**src/sv/brfifo_ram.sv**
```systemverilog
// generic single-write, single-read ram with registered read data
`timescale 1ns / 1ps

module brfifo_ram #(
	parameter int W     = 8,
	parameter int DEPTH = 16,
	localparam int AW   = $clog2(DEPTH)
) (
	input  logic          clk,
	input  logic          we,
	input  logic [AW-1:0] waddr,
	input  logic [W-1:0]  wdata,
	input  logic          re,
	input  logic [AW-1:0] raddr,
	output logic [W-1:0]  rdata
);

	logic [W-1:0] mem [DEPTH];

	always_ff @(posedge clk) begin
		if (we) begin
			mem[waddr] <= wdata;
		end
		if (re) begin
			rdata <= mem[raddr];
		end
	end

endmodule

```
**config.mk**
```make
export PLATFORM = sky130hd
export DESIGN_NAME = brfifo_ram
export DESIGN_NICKNAME = d
export VERILOG_FILES = /design/src/sv/brfifo_ram.sv
export SDC_FILE = /design/constraint.sdc
export NUM_CORES = 1
export LEC_CHECK = 0
export BUFFER_PORTS_ARGS = -buffer_cell sky130_fd_sc_hd__clkbuf_2
export CORE_ASPECT_RATIO = 0.75
export CORE_UTILIZATION = 54
export DETAILED_ROUTE_END_ITERATION = 8
export GPL_TIMING_DRIVEN = 0
export PLACE_DENSITY_LB_ADDON = 0.05
export SYNTH_ARGS = -nofsm -noshare
export SYNTH_HDL_FRONTEND = slang
export SYNTH_SLANG_ARGS = --single-unit
export TNS_END_PERCENT = 20
```
**constraint.sdc**
```tcl
create_clock -name clk -period 1.8 [get_ports clk]
set_input_delay 0.36 -clock clk [delete_from_list [all_inputs] [get_ports clk]]
set_output_delay 0.36 -clock clk [all_outputs]
set_load 0.1 [all_outputs]
```
### After elaboration in Yosys (flattened, before gate mapping)

Memory sizes are Yosys's and may differ from the RTL's. A register that Yosys moved wholly into a read port is not among the register bits.
Cells that the tools add are included.

* register bits after elaboration: 0
* memory bits (writable): 128
* word-level logic and storage cells: 3
* memories kept: 1

* multiplexer cells: 2

Memories
* mem: words 16, width 8, read ports 1, clocked after Yosys merged registers in 1, write ports 1, RTL line 18 `logic [W-1:0] mem [DEPTH];`

Operators by type and width (number)
* $mux W1: 2

### Logic depth before layout (Yosys ltp)

Gate-level depths: netlist (run 1).

* depth in word-level cells: 2
* depth in mapped cells: 5

### Least setup slack after synthesis (run 1)

No wires, ideal clock.

* path type: in2reg
* start point: input port waddr[2]
* end point: memory mem[0][0] (enable)
* setup time: 0.383 ns
* arrival: 1.470 ns
* setup slack: -0.053 ns
* cell stages on the path: 2
* path buffers: 0
* cell sequence: or3b_2 > nor3_1

RTL lines
* start, declared: RTL line 11 `input logic [AW-1:0] waddr,`
* end, declared: RTL line 18

No word-level cell before the write port.

### Worst setup path after layout (run 1)

* start point: input port waddr[2]
* end point: memory mem[2][2] (enable)

No word-level cell before the write port.

==> results of run 1 <==
[layout make-up]
cell class                      instances  share of cell area [%]
Clock inverter                         12                   2.579
Clock buffer                           19                   7.081
Tap cell                              128                   2.620
Multi-Input combinational cell         83                   17.46
Buffer                                 10                   1.412
Timing Repair Buffer                   25                   2.047
Sequential cell                       136                   66.80
[critical path: cells and delay by family]
| kind | cells | cell delay (ns) |
|---|---|---|
| AND/OR/NAND/NOR | 2 | 1.20 |
| buffers and inverters | 1 | 0.11 |
[placed cells by master (no fill, tap or decap)]
cell | synthesis | final
nand2_1 | 9 | 9
buf_6 | 3 | 3
clkinvlp_4 | 0 | 1
nand3b_1 | 2 | 2
nand3_1 | 1 | 1
and2_1 | 1 | 1
mux4_2 | 18 | 18
buf_4 | 1 | 1
and2b_1 | 1 | 1
nor3_2 | 0 | 2
nor2b_1 | 1 | 1
clkbuf_16 | 0 | 17
clkdlybuf4s25_2 | 3 | 3
mux4_1 | 14 | 14
or3b_2 | 1 | 1
clkinv_1 | 0 | 4
clkbuf_2 | 0 | 25
buf_2 | 3 | 3
nor3_1 | 4 | 2
edfxtp_1 | 136 | 136
a22oi_1 | 16 | 16
nor2_1 | 13 | 13
nand2b_1 | 2 | 2
bufinv_16 | 0 | 4
clkinv_2 | 0 | 3
clkbuf_1 | 0 | 2
[flip-flops by register name (all words and copies together) (netlist names)]
| name | flops |
|---|---|
| mem | 128 |
| rdata | 8 |
[path summary, 6_finish.rpt]
path             start        end  slack (ns)
max           waddr[2]  mem[2][2]        0.16
min                 re   rdata[4]        0.31
max reg2reg  mem[3][7]   rdata[7]        0.20
min reg2reg  mem[8][4]   rdata[4]        0.76
[cell families after synthesis]
family / share of synthesized area, %
AO/OA/AOI/OAI: 2.298
multiplexers: 14.79
flip-flops: 78.12
buffers and inverters: 1.651
AND/OR/NAND/NOR: 3.136
[power groups by stage]
stage / registers [mW] / logic [mW] / clock network, mW
floorplan: 3.76 / 0.180 / 0
global placement: 3.65 / 0.442 / 0
detailed placement: 3.65 / 0.448 / 0
CTS: 3.59 / 0.451 / 3.50
global route: 3.59 / 0.478 / 3.62
finish: 3.59 / 0.452 / 3.48
[per-stage QoR]
step	cells	hold slack [ns]
after floorplan	229	0.4589
after global placement	382	0.7165
after detailed placement	382	0.7225
after CTS	413	0.2925
after global routing	413	0.3080
final	413	0.3100
[layer usage]
layer  vias to the layer above  GRT usage (%)  wire length [µm]
met5                         -              0                 0
met4                         0          7.226               153
met3                        13          6.263               423
met2                        76          33.53              4727
met1                      1253          33.32              4858
li1                       1072              -                 -
[cells in the mapped netlist, types with 2 or more instances]
cell	n
edfxtp_1	136
mux4_2	18
a22oi_1	16
mux4_1	14
nor2_1	13
nand2_1	9
nor3_1	4
buf_2	3
buf_6	3
clkdlybuf4s25_2	3
nand2b_1	2
nand3b_1	2
[timing repair]
item	in CTS	in global routing
hold buffers	0	0
setup endpoints to repair	0	8
resized for setup	0	1
==> reports/metrics.csv, run 1 <==
stage,metric,value,unit
status,status,"finished, final reports clean",
synthesis,ys_seq_area_share,78.12,%
grt,first_global_vias,2408,
setup_path,cp_max_fo,8,
cts,worstSkewPairLatency,0.41,ns
power_and_ir_drop,total_power,7.515,mW
floorplan,ios,27,
cts,clockBufferDepth,2,
min_path,min_path_cells,1,
grt,grt_remaining_overflow,0,
power_and_ir_drop,swShare,20.34,%
timing,skew,0.007017,ns
synthesis,yosysWarningCount,0,
timing,slew_headroom,16.21,%
finish,area_growth,16.95,%
timing,rsz0062_at_grt,false,
detailed_routing,vias_per_cell,5.845,
place,port_buffers,25,
grt,grt_util_all_layers,22.66,%
power_and_ir_drop,pwr-share-seq,47.7,%
power_and_ir_drop,peakVddDrop,0.8431,mV
finish,drive_above_1_share,28.42,%
synthesis,syn_avg_cell_area,22.83,µm²
timing,period_share,91.16,%
setup_path,path_class,primary input to register,
synthesis,async_flop_share,0,%
floorplan,core,9234,µm²
timing,hold_viol_final,0,
power_and_ir_drop,comb_power_share,6.0,%
min_path,hold_class,primary input to register,
place,post-place-ws,-0.3770,ns
synthesis,synth_fp_nets,248,
floorplan,start_util,56.61,%
synthesis,synthFlopType,edfxtp_1,
cts,cts_made_buffers,17,
synthesis,synth_seq_cells,136,
timing,finalWorstSetupSlack,0.1592,ns
flow_run,drv_cap,0,
setup_path,required,1.83,ns
power_and_ir_drop,switchingPower,1.528,mW
grt,grt_pass1_wl,14800,µm
synthesis,synth_area_leaders,"edfxtp_1, mux4_2, mux4_1",
finish,final_nets,292,
setup_path,worstPathCellList,clkbuf_2 > or3b_2 > nor2_1,
setup_path,endpoint_kind,register,
power_and_ir_drop,leakagePower,2.047,nW
timing,min_period,1.641,ns
detailed_routing,antenna_left,0,
cts,root_buffer,clkbuf_16,
timing,finalSetupTns,0,ns
synthesis,netlist.area_leader.share,78.12,%
grt,antenna_found_initial,0,
detailed_routing,vias,2414,
floorplan,die_w,115.6,µm
synthesis,synth_edf_count,136,
floorplan,dieArea,10080,µm²
cts,htreeDepth,4,
cts,clock_sinks,136,
setup_path,cp.arrival,1.68,ns
detailed_routing,drt_wl_total,10160,µm
floorplan,rows,30,
setup_path,slowest_stage,nor2_1,
timing,max_slew.worst_pin.slew,1.247,ns
cts,path_clk_slew,0.05,ns
synthesis,synth_largest_area_cell,edfxtp_1,
detailed_routing,drtIter0Drc,211,
synthesis,synth_cell_types,18,
finish,ff_latch_area,4084,µm²
grt,grt_max_degree,17,
timing,drv_slew,0,
power_and_ir_drop,power.density,1229,nW/µm²
setup_path,reg2reg_depth,3,
setup_path,cp-start-kind,primary input,
cts,post_cts_buffers,0,
detailed_routing,wl_per_cell,24.61,µm
power_and_ir_drop,internal_power,5.987,mW
timing,setup_viol,0,
finish,postLayoutCoreUtil,66.21,%
setup_path,cpPeakStageDelay,0.66,ns
place,gp_congestion,0.6767,
detailed_routing,drc,0,
detailed_routing,firstDrtPassIters,5,
power_and_ir_drop,power_frac_clock,46.3,%
place,dp_hpwl,6168,µm
timing,fmax,609.5,MHz
finish,multi_input_area,1067,µm²
cts,cts_tree,yes,
synthesis,syn_area,5228,µm²
floorplan,dieHeight,87.21,µm
place,place_area,5518,µm²
synthesis,synth_cells,229,
finish,diodes,0,
finish,fillers,630,
finish,final_area,6113,µm²
Note: power is estimated with default switching activity, not from simulation.
==> inputs of run 2 (changes only) <==
Settings changed: CORE_UTILIZATION 54 to 33.
==> reports/metrics.csv, run 2 (synthesized netlist as in run 1, its figures left out) <==
stage,metric,value,unit,change
detailed_routing,firstDrtPassIters,4,,-1
cts,path_clk_slew,0.06,ns,about the same
setup_path,cpPeakStageDelay,0.73,ns,+0.07 ns
setup_path,endpoint_kind,register,,
timing,rsz0062_at_grt,false,,
grt,first_global_vias,2501,,+3.9%
cts,cts_tree,yes,,
finish,final_area,6192,µm²,+1.3%
detailed_routing,vias_per_cell,4.856,,-17%
place,gp_congestion,0.6517,,-3.7%
cts,cts_made_buffers,17,,unchanged
place,dp_hpwl,7484,µm,+21%
timing,slew_headroom,10.68,%,-5.5 points
detailed_routing,drc,0,,unchanged
power_and_ir_drop,comb_power_share,6.2,%,+0.2 points
finish,final_cell_mix,"edfxtp_1, clkbuf_2, mux4_2",,
finish,area_growth,18.45,%,
finish,top_regs,"mem: 128 flops, rdata: 8 flops",,
cts,root_buffer,clkbuf_16,,
power_and_ir_drop,switchingPower,1.550,mW,+1.4%
power_and_ir_drop,total_power,7.396,mW,-1.6%
cts,cts_resized,0,,unchanged
power_and_ir_drop,power.density,1194,nW/µm²,-2.8%
finish,top_register,mem,,
finish,diodes,0,,unchanged
min_path,hp-start,re,,
cts,post_cts_buffers,0,,unchanged
floorplan,rows,39,,+30%
finish,layout_commonest_cell,edfxtp_1,,
min_path,hold_class,primary input to register,,
grt,grt_remaining_overflow,0,,unchanged
timing,period_share,94.64,%,+3.5 points
detailed_routing,antenna_left,0,,unchanged
finish,drive_above_1_share,28.82,%,+0.40 points
setup_path,reg2reg_depth,3,,unchanged
grt,grt_max_degree,17,,unchanged
timing,drv_slew,0,,unchanged
timing,fmax,587.0,MHz,-3.7%
setup_path,slowest_stage,nor2_1,,
floorplan,die_w,147.3,µm,+27%
detailed_routing,wl_per_cell,23.28,µm,-5.4%
power_and_ir_drop,swShare,20.96,%,+0.62 points
cts,clock_sinks,136,,unchanged
cts,htreeDepth,4,,unchanged
power_and_ir_drop,pwr-share-seq,48.5,%,+0.8 points
detailed_routing,drt_wl_total,11480,µm,+13%
power_and_ir_drop,internal_power,5.846,mW,-2.4%
power_and_ir_drop,peakVddDrop,0.7184,mV,-15%
min_path,holdPathEnd,rdata[5],,
setup_path,cp_top_family,simple AND/OR/NAND/NOR gates,,
timing,setup_viol,0,,unchanged
detailed_routing,vias,2394,,-0.83%
power_and_ir_drop,leakagePower,2.055,nW,+0.35%
setup_path,cp-start-kind,primary input,,
floorplan,dieArea,16350,µm²,+62%
floorplan,core,15370,µm²,+66%
setup_path,cp_max_fo,8,,unchanged
timing,max_slew.worst_pin.slew,1.330,ns,+0.08230 ns
setup_path,rrSetupSlack,0.24,ns,+0.04 ns
timing,min_period,1.703,ns,+0.06265 ns
status,status,"finished, final reports clean",,
detailed_routing,drtIter0Drc,154,,-27%
setup_path,required,1.84,ns,about the same
cts,worstSkewPairLatency,0.42,ns,about the same
timing,skew,0.006072,ns,-0.0009451 ns
place,post-place-ws,-0.3526,ns,+0.02444 ns
min_path,min_path_cells,1,,unchanged
place,dpl.cell_count,461,,+21%
power_and_ir_drop,power_frac_clock,45.3,%,-1.0 points
setup_path,r2r-end,rdata[0],,
setup_path,r2r-start,mem[5][0],,
floorplan,ios,27,,unchanged
setup_path,worstPathCellList,clkbuf_2 > or3b_2 > nor2_1,,
flow_run,drv_cap,0,,unchanged
finish,largest_register_ffs,128,,unchanged
floorplan,dieHeight,111,µm,+27%
grt,grt_util_all_layers,15.60,%,-7.1 points
finish,final_cells,493,,+19%
grt,antenna_found_initial,0,,unchanged
finish,final_nets,294,,+0.68%
timing,finalWorstSetupSlack,0.09653,ns,-0.06265 ns
place,place_area,5624,µm²,+1.9%
setup_path,path_class,primary input to register,,
place,port_buffers,25,,unchanged
cts,cts_hold_buf,0,,unchanged
grt,grt_pass1_wl,17130,µm,+16%
cts,clockBufferDepth,2,,unchanged
setup_path,cp.arrival,1.74,ns,+0.06 ns
setup_path,path_buf_inv,1,,unchanged
timing,hold_viol_final,0,,unchanged
floorplan,start_util,34.01,%,-23 points
==> run 2: cell count changes in the layout (fill, tap and decap cells not counted), sizes merged <==
| cell | before | now |
|---|---|---|
| clkinv | 7 | 10 |
| clkinvlp | 1 | 0 |
| bufinv | 4 | 3 |
| buf | 7 | 9 |
==> run 2: final cells by class <==
type                    count  area (µm²)
repair buffers             27       135.1
clock inverters            13       135.1
well taps                 205       256.5
fillers                  1393        9179
flip-flops and latches    136        4084
clock buffers              19       432.9
plain buffers              10       86.33
multi-input cells          83        1062
==> run 2: power groups by stage <==
stage                     logic (mW)  clock network [mW]  registers (mW)
after CTS                      0.470                3.40            3.59
after global placement         0.465                   0            3.65
after floorplan                0.180                   0            3.76
after detailed placement       0.470                   0            3.65
after global routing           0.493                3.54            3.59
final                          0.461                3.35            3.59
==> run 2: worst max-delay path by stage <==
stage	startpoint	end	slack (ns)	cells after the start
2_1_floorplan	raddr[0]	rdata[1]	0.16	5
3_3_place_gp	waddr[2]	mem[8][2]	-0.46	3
3_5_place_dp	waddr[2]	mem[1][4]	-0.35	3
4_1_cts	waddr[2]	mem[1][4]	0.09	3
5_1_grt	we	mem[12][6]	0.009	3
6_report	waddr[2]	mem[3][2]	0.1	3
==> run 2: metrics by stage <==
step	TNS, ns	util (%)	hold WS, ns
4_1_cts	0	40.28	0.3029
3_3_place_gp	-22.40	36.52	0.7249
5_1_grt	0	40.28	0.3163
3_5_place_dp	-16.54	36.59	0.7429
6_report	0	40.28	0.3188
2_1_floorplan	0	-	0.4589
==> run 2: per-layer routing <==
layer	up-vias	track usage, %	share of wire (%)
met2	49	21.29	43
li1	1080	-	-
met4	0	6.392	1.5
met5	-	0	0
met3	13	4.486	3.5
met1	1252	23.15	52
